`src/design/bqm_pkg.sv`:
```
// Package for the biquad wet/dry core: sizes, register codes, state types,
// delay-line record and the round/saturate helper. No dependencies.
package bqm_pkg;

    localparam int CHANNELS       = 2;
    localparam int SAMPLE_BITS    = 24;
    localparam int COEF_BITS      = 32;
    localparam int COEF_FRAC_BITS = 26;

    localparam int CHAN_AW   = (CHANNELS > 1) ? $clog2(CHANNELS) : 1;
    localparam int TDATA_W   = ((SAMPLE_BITS + 7) / 8) * 8;
    localparam int PROD_W    = SAMPLE_BITS + COEF_BITS;
    localparam int ACC_W     = 64;
    localparam int CFG_IDX_W = 3;

    localparam logic signed [ACC_W-1:0] ACC_HALF = ACC_W'(64'sd1 <<< (COEF_FRAC_BITS - 1));
    localparam logic signed [ACC_W-1:0] SAT_MAX  =
        ACC_W'((64'sd1 <<< (SAMPLE_BITS - 1)) - 64'sd1);
    localparam logic signed [ACC_W-1:0] SAT_MIN  = ACC_W'(-(64'sd1 <<< (SAMPLE_BITS - 1)));
    localparam logic signed [COEF_BITS-1:0] DRY_RESET =
        COEF_BITS'(64'sd1 <<< COEF_FRAC_BITS);

    typedef enum logic [CFG_IDX_W-1:0] {
        REG_FEED_0 = 3'd0,
        REG_FEED_1 = 3'd1,
        REG_FEED_2 = 3'd2,
        REG_BACK_1 = 3'd3,
        REG_BACK_2 = 3'd4,
        REG_WET    = 3'd5,
        REG_DRY    = 3'd6
    } t_reg_idx;

    typedef enum logic [1:0] {
        ST_IDLE,
        ST_FILT,
        ST_MIX,
        ST_OUT
    } t_state;

    typedef struct packed {
        logic signed [SAMPLE_BITS-1:0] x1;
        logic signed [SAMPLE_BITS-1:0] x2;
        logic signed [SAMPLE_BITS-1:0] y1;
        logic signed [SAMPLE_BITS-1:0] y2;
    } t_delays;

    typedef struct packed {
        logic issue;
        logic clr;
        logic sub;
    } t_mac_ctl;

    function automatic logic signed [SAMPLE_BITS-1:0] round_sat(
        input logic signed [ACC_W-1:0] acc
    );
        logic signed [ACC_W-1:0] t;
        logic signed [ACC_W-1:0] r;
        t = acc + ACC_HALF;
        r = t >>> COEF_FRAC_BITS;
        if (r > SAT_MAX) begin
            r = SAT_MAX;
        end else if (r < SAT_MIN) begin
            r = SAT_MIN;
        end
        return SAMPLE_BITS'(r);
    endfunction

endpackage

```
`src/design/bqm_delay_ram.sv`:
```
// Per-channel delay store: one synchronous memory, registered read,
// valid bits so that unwritten entries read as zero. Uses bqm_pkg.
module bqm_delay_ram (
    input  logic                        i_clk,
    input  logic                        i_rst_n,
    input  logic                        i_rd_en,
    input  logic [bqm_pkg::CHAN_AW-1:0] i_rd_addr,
    output bqm_pkg::t_delays            o_rd_data,
    input  logic                        i_wr_en,
    input  logic [bqm_pkg::CHAN_AW-1:0] i_wr_addr,
    input  bqm_pkg::t_delays            i_wr_data
);
    import bqm_pkg::*;

    t_delays              r_mem [CHANNELS];
    logic [CHANNELS-1:0]  r_valid;
    t_delays              r_rd_data;
    logic                 r_rd_valid;

    always_ff @(posedge i_clk) begin
        if (i_wr_en) begin
            r_mem[i_wr_addr] <= i_wr_data;
        end
        if (i_rd_en) begin
            r_rd_data <= r_mem[i_rd_addr];
        end
    end

    always_ff @(posedge i_clk) begin
        if (!i_rst_n) begin
            r_valid    <= '0;
            r_rd_valid <= 1'b0;
        end else begin
            if (i_wr_en) begin
                r_valid[i_wr_addr] <= 1'b1;
            end
            if (i_rd_en) begin
                r_rd_valid <= r_valid[i_rd_addr];
            end
        end
    end

    assign o_rd_data = r_rd_valid ? r_rd_data : '0;

endmodule

```
`src/design/bqm_mac.sv`:
```
// Shared multiply-accumulate unit: registered product, then a 64-bit
// accumulator that loads, adds or subtracts it. Uses bqm_pkg.
module bqm_mac (
    input  logic                                  i_clk,
    input  logic                                  i_rst_n,
    input  bqm_pkg::t_mac_ctl                     i_ctl,
    input  logic signed [bqm_pkg::SAMPLE_BITS-1:0] i_sample,
    input  logic signed [bqm_pkg::COEF_BITS-1:0]   i_coef,
    output logic signed [bqm_pkg::ACC_W-1:0]       o_acc
);
    import bqm_pkg::*;

    logic signed [PROD_W-1:0] r_prod;
    t_mac_ctl                 r_ctl;
    logic signed [ACC_W-1:0]  r_acc;
    logic signed [ACC_W-1:0]  n_acc;
    logic signed [ACC_W-1:0]  prod_ext;

    always_ff @(posedge i_clk) begin
        if (i_ctl.issue) begin
            r_prod <= i_sample * i_coef;
        end
    end

    always_ff @(posedge i_clk) begin
        if (!i_rst_n) begin
            r_ctl <= '0;
        end else begin
            r_ctl <= i_ctl;
        end
    end

    assign prod_ext = ACC_W'(r_prod);

    always_comb begin
        n_acc = r_acc;
        if (r_ctl.issue) begin
            if (r_ctl.clr) begin
                n_acc = prod_ext;
            end else if (r_ctl.sub) begin
                n_acc = r_acc - prod_ext;
            end else begin
                n_acc = r_acc + prod_ext;
            end
        end
    end

    always_ff @(posedge i_clk) begin
        r_acc <= n_acc;
    end

    assign o_acc = r_acc;

endmodule

```
`src/design/biquad_filter_wet_dry_mix_core.sv`:
```
// Top level of the per-channel direct form I biquad with wet/dry mix.
// Uses bqm_pkg, bqm_delay_ram and bqm_mac.
//
// Use:
//   s_axis: one item per sample; tuser = channel, tdata = signed sample.
//   m_axis: one item per input; tuser = channel, tdata = mixed sample.
//   cfg:    writes coefficient registers 0..6 (a0 a1 a2 b1 b2 wet dry),
//           index in i_cfg_index, value in i_cfg_data; always ready.
//           Write only while no item is in flight.
// Timing: one item at a time; the item passes through 7 filter steps, 2 mix
//   steps and 1 output step, in which the result register loads, and an idle
//   step to accept follows before the next item is taken. Seven products
//   share one 24x32 multiplier, one per cycle, with an accumulate stage
//   behind it; the delay memory is read at acceptance, written once.
// Reset: synchronous, active low; clears the delay store (through valid
//   bits), loads register defaults (dry gain 1.0, all others 0) and
//   empties the output register.
// Stall: the result waits in the output register; the next item may be
//   accepted and processed meanwhile, and it holds in its output step
//   until the register is taken.
module biquad_filter_wet_dry_mix_core (
    input  logic                             i_clk,
    input  logic                             i_rst_n,
    input  logic                             s_axis_tvalid,
    output logic                             s_axis_tready,
    input  logic [bqm_pkg::TDATA_W-1:0]      s_axis_tdata,   // [23:0] sample_in
    input  logic                             s_axis_tuser,   // [0] chan
    output logic                             m_axis_tvalid,
    input  logic                             m_axis_tready,
    output logic [bqm_pkg::TDATA_W-1:0]      m_axis_tdata,   // [23:0] sample_out
    output logic                             m_axis_tuser,   // [0] chan_out
    input  logic                             i_cfg_valid,
    output logic                             o_cfg_ready,
    input  logic [bqm_pkg::CFG_IDX_W-1:0]    i_cfg_index,
    input  logic [bqm_pkg::COEF_BITS-1:0]    i_cfg_data
);
    import bqm_pkg::*;

    localparam int STEP_W    = 3;
    localparam logic [STEP_W-1:0] FILT_LAST = 3'd6;
    localparam logic [STEP_W-1:0] MIX_LAST  = 3'd1;

    // coefficient registers
    logic signed [COEF_BITS-1:0] r_a0, r_a1, r_a2, r_b1, r_b2, r_wet, r_dry;

    t_state              r_state, n_state;
    logic [STEP_W-1:0]   r_step, n_step;
    logic                r_chan;
    logic                r_inrange;
    logic signed [SAMPLE_BITS-1:0] r_x;
    logic signed [SAMPLE_BITS-1:0] r_z;
    logic                r_out_valid;
    logic                r_out_chan;
    logic signed [SAMPLE_BITS-1:0] r_out_data;

    logic                in_acc;
    logic                out_free;
    logic                out_load;
    logic                z_load;
    logic                wr_en;
    t_mac_ctl            mac_ctl;
    logic signed [SAMPLE_BITS-1:0] mac_sample;
    logic signed [COEF_BITS-1:0]   mac_coef;
    logic signed [ACC_W-1:0]       acc;
    t_delays             rd_data;
    t_delays             wr_data;
    logic [CHAN_AW-1:0]  rd_addr;
    logic [CHAN_AW-1:0]  wr_addr;

    assign o_cfg_ready = 1'b1;

    always_ff @(posedge i_clk) begin
        if (!i_rst_n) begin
            r_a0  <= '0;
            r_a1  <= '0;
            r_a2  <= '0;
            r_b1  <= '0;
            r_b2  <= '0;
            r_wet <= '0;
            r_dry <= DRY_RESET;
        end else if (i_cfg_valid) begin
            unique case (t_reg_idx'(i_cfg_index))
                REG_FEED_0: r_a0  <= i_cfg_data;
                REG_FEED_1: r_a1  <= i_cfg_data;
                REG_FEED_2: r_a2  <= i_cfg_data;
                REG_BACK_1: r_b1  <= i_cfg_data;
                REG_BACK_2: r_b2  <= i_cfg_data;
                REG_WET:    r_wet <= i_cfg_data;
                REG_DRY:    r_dry <= i_cfg_data;
                default: begin
                end
            endcase
        end
    end

    assign in_acc   = s_axis_tvalid && s_axis_tready;
    assign out_free = !r_out_valid || m_axis_tready;
    assign rd_addr  = CHAN_AW'(s_axis_tuser);
    assign wr_addr  = CHAN_AW'(r_chan);

    // next state
    always_comb begin
        n_state = r_state;
        unique case (r_state)
            ST_IDLE: if (in_acc) n_state = ST_FILT;
            ST_FILT: if (r_step == FILT_LAST) n_state = ST_MIX;
            ST_MIX:  if (r_step == MIX_LAST) n_state = ST_OUT;
            ST_OUT:  if (out_free) n_state = ST_IDLE;
            default: n_state = ST_IDLE;
        endcase
        n_step = (n_state != r_state) ? '0 : r_step + 3'd1;
    end

    // outputs of the sequencer
    always_comb begin
        s_axis_tready = 1'b0;
        mac_ctl       = '0;
        mac_sample    = r_x;
        mac_coef      = r_a0;
        z_load        = 1'b0;
        wr_en         = 1'b0;
        out_load      = 1'b0;
        unique case (r_state)
            ST_IDLE: s_axis_tready = 1'b1;
            ST_FILT: begin
                priority case (r_step)
                    3'd0: begin
                        mac_ctl = '{issue: 1'b1, clr: 1'b1, sub: 1'b0};
                    end
                    3'd1: begin
                        mac_ctl    = '{issue: 1'b1, clr: 1'b0, sub: 1'b0};
                        mac_sample = rd_data.x1;
                        mac_coef   = r_a1;
                    end
                    3'd2: begin
                        mac_ctl    = '{issue: 1'b1, clr: 1'b0, sub: 1'b0};
                        mac_sample = rd_data.x2;
                        mac_coef   = r_a2;
                    end
                    3'd3: begin
                        mac_ctl    = '{issue: 1'b1, clr: 1'b0, sub: 1'b1};
                        mac_sample = rd_data.y1;
                        mac_coef   = r_b1;
                    end
                    3'd4: begin
                        mac_ctl    = '{issue: 1'b1, clr: 1'b0, sub: 1'b1};
                        mac_sample = rd_data.y2;
                        mac_coef   = r_b2;
                    end
                    3'd5: begin
                        // dry path starts while the filter sum settles
                        mac_ctl  = '{issue: 1'b1, clr: 1'b1, sub: 1'b0};
                        mac_coef = r_dry;
                    end
                    default: z_load = 1'b1;
                endcase
            end
            ST_MIX: begin
                if (r_step == '0) begin
                    mac_ctl    = '{issue: 1'b1, clr: 1'b0, sub: 1'b0};
                    mac_sample = r_z;
                    mac_coef   = r_wet;
                    wr_en      = r_inrange;
                end
            end
            ST_OUT: out_load = out_free;
            default: begin
            end
        endcase
    end

    always_ff @(posedge i_clk) begin
        if (!i_rst_n) begin
            r_state     <= ST_IDLE;
            r_step      <= '0;
            r_out_valid <= 1'b0;
        end else begin
            r_state <= n_state;
            r_step  <= n_step;
            if (out_load) begin
                r_out_valid <= 1'b1;
            end else if (m_axis_tready) begin
                r_out_valid <= 1'b0;
            end
        end
    end

    always_ff @(posedge i_clk) begin
        if (in_acc) begin
            r_x       <= s_axis_tdata[SAMPLE_BITS-1:0];
            r_chan    <= s_axis_tuser;
            r_inrange <= 32'(s_axis_tuser) < 32'(CHANNELS);
        end
        if (z_load) begin
            r_z <= round_sat(acc);
        end
        if (out_load) begin
            r_out_chan <= r_chan;
            r_out_data <= r_inrange ? round_sat(acc) : '0;
        end
    end

    assign wr_data = '{x1: r_x, x2: rd_data.x1, y1: r_z, y2: rd_data.y1};

    bqm_delay_ram u_ram (
        .i_clk     (i_clk),
        .i_rst_n   (i_rst_n),
        .i_rd_en   (in_acc),
        .i_rd_addr (rd_addr),
        .o_rd_data (rd_data),
        .i_wr_en   (wr_en),
        .i_wr_addr (wr_addr),
        .i_wr_data (wr_data)
    );

    bqm_mac u_mac (
        .i_clk    (i_clk),
        .i_rst_n  (i_rst_n),
        .i_ctl    (mac_ctl),
        .i_sample (mac_sample),
        .i_coef   (mac_coef),
        .o_acc    (acc)
    );

    assign m_axis_tvalid = r_out_valid;
    assign m_axis_tuser  = r_out_chan;
    assign m_axis_tdata  = TDATA_W'(unsigned'(r_out_data));

endmodule

```
`config.mk`:
```
export PLATFORM = sky130hd
export DESIGN_NAME = biquad_filter_wet_dry_mix_core
export DESIGN_NICKNAME = d
export VERILOG_FILES = /design/src/design/bqm_pkg.sv /design/src/design/bqm_delay_ram.sv /design/src/design/bqm_mac.sv /design/src/design/biquad_filter_wet_dry_mix_core.sv
export SDC_FILE = /design/constraint.sdc
export NUM_CORES = 2
export LEC_CHECK = 0
export ABC_CLOCK_PERIOD_IN_PS = 9960
export BUFFER_PORTS_ARGS = -buffer_cell sky130_fd_sc_hd__buf_2
export CAP_MARGIN = 25
export CORE_UTILIZATION = 44
export CTS_CLUSTER_SIZE = 25
export DETAILED_ROUTE_END_ITERATION = 12
export PLACE_DENSITY_LB_ADDON = 0.08
export SYNTH_ARGS = -nofsm -noshare
export SYNTH_HDL_FRONTEND = slang
export SYNTH_SLANG_ARGS = --single-unit
```
`constraint.sdc`:
```
create_clock -name i_clk -period 9.96 [get_ports i_clk]
set_input_delay 1.992 -clock i_clk [delete_from_list [all_inputs] [get_ports i_clk]]
set_output_delay 1.992 -clock i_clk [all_outputs]
set_load 0.05 [all_outputs]
```
==> metrics.md <==
| Metric | Value |
|---|---|
| Mapped cell area | 0.06088 sq mm |
| Relative slew slack | 0.2914 |
| GRT Total Usage | 0.2654 |
| Num rows | 136 |
| Setup WS post-layout | 0.3916 ns |
| Post-synth EDFFs | roughly 480 |
| Setup crit end | u_mac.r_prod[54]$_DFFE_PP_ |
| Antenna Nets Post-Route | 0 |
| Worst skew pair latency | between 0.7 and 0.8 ns |
| Predominant post-synthesis flop cell | edfxtp_1 |
| Via density | approximately 5.5 |
| Crit. End Element | flip-flop |
| Worst path top cell family by delay | adder cells |
| Final Non-Filler Cells | 8145 |
| I/O Buffers | 91 |
| Mapped Cells | 6271 |
| Die X | 374.0 um |
| Arr. time, crit path | 9.99 ns |
| Cell Pwr Density | between 100 and 150 mW/mm^2 |
| Area of the die | 0.1399 sq mm |
| Initial DRT Pass Iterations | 9 |
| Top cell by count, worst path | fa_1 |
| Startpoint Class | flip-flop |
| Clock sink count | 718 |
| Initial drt markers | 3158 |
| Final WL | 183100 um |
| Io pins | 93 |
| Worst R2R Path Depth | 35 |
| Asr flop ratio synth | 0 |
| Mean Syn Cell Area | 9.708 sq um |
| MaxCap Viol Count | 0 |
| Initial Util | 0.4433 |
| DR WL/cell | between 20 and 25 um |
| CTS tree | done |
| Worst-Margin Slew | around 1.1 ns |
| Slowest cell on crit path | or4_2 |
| Highest cell delay on the worst timing path | 0.73 ns |
| Fin. Hold Viols | 0 |
| Clock transition at the registers of the reported paths | 0.06 ns |
| WS Path Type | reg -> reg |
| Dpl ws | approximately 0.15 ns |
| Most frequent cells in the layout | 1210 x nand2_1, 902 x inv_1, 784 x fa_1 |
| Residual DRC | 0 |
| Vias in the first global route | 46080 |
| Pin count of the biggest net entering global routing | 146 |
| Synth unique cells | between 70 and 80 |
| Total power | 9.672 mW |
| Worst path buffer plus inverter count | 9 |
| Worst Path Required | 10.39 ns |
| TritonCTS Buffers | 82 |
| Share of layout cells above drive strength 1 | 0.08677 |
| Global-route wire length before repair | 282900 um |
| Vias | 44650 |
| Crit share post-route | 0.9607 |
| Setup Skew | 0.03431 ns |
| Synth warn | 0 |
| Final-report max-slew violation count | 0 |
| Max IR drop VDD | 112.1 uV |
| Status | finished clean |
| Clk buf depth | 3 |
| Fmax | 104.5 MHz |
| Dpl cells | 7995 |
| Most common cell after layout, fill and taps aside | nand2_1 |
| Fin nets | 7360 |
| RR Endpoint | u_mac.r_prod[54]$_DFFE_PP_ |
| Flop-to-flop setup slack | approximately 0.39 ns |
| LEAKAGE | 28.10 nW |
| Root buf cell | clkbuf_16 |
| CP Depth | 35 |
| Post-route setup TNS | 0 ns |
| Placer Congestion | between 0.9 and 1 |
| Reg-to-reg startpoint | r_step[0]$_SDFF_PP0_ |
| Area Growth Syn to Fin | 9.886% |
| Remaining Overflow, GRT | 0 |
| Min Tclk post-route | roughly 9.6 ns |
| HPWL after DPL | 138100 um |
| Critical Path Source | r_step[0]$_SDFF_PP0_ |
| Final setup vio count | 0 |
| Initial antenna violation count | 5 |
| Sequential fraction of the synthesis area | 0.3154 |
| CP Max Fanout | 65 |
| Syn Nets | 7345 |
| Yosys reg bits | between 700 and 800 |
| Core Box Area | 0.1373 sq mm |
| RSZ-0062 raised after global routing | no |
| HP Class | reg -> reg |
| Die height | 374.0 um |
| Number of H-tree levels | 3 |
-- cells by family after synthesis --
| family | synth area share |
|---|---|
| flip-flops | 0.3154 |
| adder cells (fa/ha/maj) | 0.3041 |
| buffers and inverters | 0.07672 |
| other | 0.00006160 |
| AO/OA/AOI/OAI | 0.1220 |
| AND/OR/NAND/NOR | 0.1351 |
| multiplexers | 0.02043 |
| XOR/XNOR | 0.02633 |
-- how the worst min path moves through the flow --
stage | startpoint | endpoint | slack [ns] | depth (start not counted)
6_report | r_wet[12]$_SDFFE_PN0P_ | r_wet[12]$_SDFFE_PN0P_ | 0.46 | 2
5_1_grt | r_wet[2]$_SDFFE_PN0P_ | r_wet[2]$_SDFFE_PN0P_ | 0.48 | 2
4_1_cts | r_wet[12]$_SDFFE_PN0P_ | r_wet[12]$_SDFFE_PN0P_ | 0.46 | 2
3_5_place_dp | u_ram.r_valid[1]$_SDFFE_PN0P_ | u_ram.r_valid[1]$_SDFFE_PN0P_ | 0.45 | 1
3_3_place_gp | u_ram.r_valid[1]$_SDFFE_PN0P_ | u_ram.r_valid[1]$_SDFFE_PN0P_ | 0.45 | 1
2_1_floorplan | r_step[0]$_SDFF_PP0_ | r_step[0]$_SDFF_PP0_ | 0.43 | 1
-- worst reg2reg max path, delay by kind of cell (launching register included) --
kind,cells,cell delay (ns)
buffers and inverters,9,0.88
AND/OR/NAND/NOR,3,1.31
adder cells (fa/ha/maj),10,4.30
AO/OA/AOI/OAI,12,2.36
flip-flops,1,0.34
XOR/XNOR,1,0.10
-- cell usage after synthesis, drive strengths merged (6+ instances only) --
library cell  number  area, sq um
a211o              8        70.07
a211oi            17        127.6
a21boi           227         1704
a21o              73        548.0
a21oi            196        980.9
a222oi            32        320.3
a22o             104        910.9
a22oi             59        442.9
a311oi             6        58.80
a31oi             49        306.5
a41oi              6        71.32
and2             117        732.0
and3              57        356.6
and4               7        61.31
buf               12        50.05
clkbuf           326         1224
dfxtp            236         4725
edfxtp           482        14470
fa               784        15700
ha               225         2815
inv              905         3397
mux2             101         1141
mux2i              9        102.6
nand2           1215         4561
nand2b            23        143.9
nand3             35        175.2
nand4             29        181.4
nand4b             6        52.55
nor2             309         1160
nor2b             32        200.2
nor3              44        220.2
nor3b              6        45.04
nor4              18        146.4
o21a              18        135.1
o21ai            202         1011
o21bai            16        120.1
o31ai             18        140.1
or4               10        86.33
xnor2            122         1069
xor2              61        534.3
-- sequential cells by signal, indices dropped and copies added, names as in the netlist, 3 cells and up --
name / flops
r_b2: 32
u_ram.r_mem: 192
r_dry: 32
r_a1: 32
r_b1: 32
u_ram.r_rd_data: 96
r_step: 3
r_wet: 32
r_z: 24
r_a0: 32
r_x: 24
u_mac.r_ctl: 3
r_a2: 32
u_mac.r_prod: 56
u_mac.o_acc: 64
m_axis_tdata: 24
-- metal layers --
layer / up-vias / wire length, um / track usage
met5: - / 39 / 0
met4: 6 / 6178 / 0.08494
met3: 278 / 9642 / 0.03590
met2: 1215 / 86500 / 0.4389
met1: 22690 / 80740 / 0.3600
li1: 20460 / - / -
-- report_power, final --
group	switching (mW)	leakage (nW)	internal [mW]
registers	0.0891	6.36	3.35
clock network	1.29	1.28	1.69
logic	2.02	20.5	1.23
-- stage by stage --
| stage | utilization | area (sq um) | hold WS, ns |
|---|---|---|---|
| 6_report | 0.4871 | 66900 | 0.4614 |
| 5_1_grt | 0.4871 | 66890 | 0.4802 |
| 4_1_cts | 0.4868 | 66840 | 0.4635 |
| 3_5_place_dp | 0.4675 | 64200 | 0.4528 |
| 3_3_place_gp | 0.4675 | 64200 | 0.4469 |
| 2_1_floorplan | - | 60880 | 0.4332 |
-- final cells by class --
| cell class | count | area [sq um] |
|---|---|---|
| diodes | 1 | 2.502 |
| inverters | 905 | 3397 |
| flip-flops and latches | 718 | 19200 |
| clock inverters | 33 | 406.6 |
| multi-input cells | 4310 | 37170 |
| clock buffers | 115 | 2236 |
| fillers | 13070 | 70430 |
| well taps | 1794 | 2245 |
| repair buffers | 269 | 2237 |
-- repair_timing --
| action | CTS | global route |
|---|---|---|
| endpoints found under the setup margin | 0 | 7 |
| hold buffers | 0 | 0 |
| buffers inserted | 0 | 0 |
| gates resized for setup | 0 | 15 |
Power figures use the tool's default switching activity.
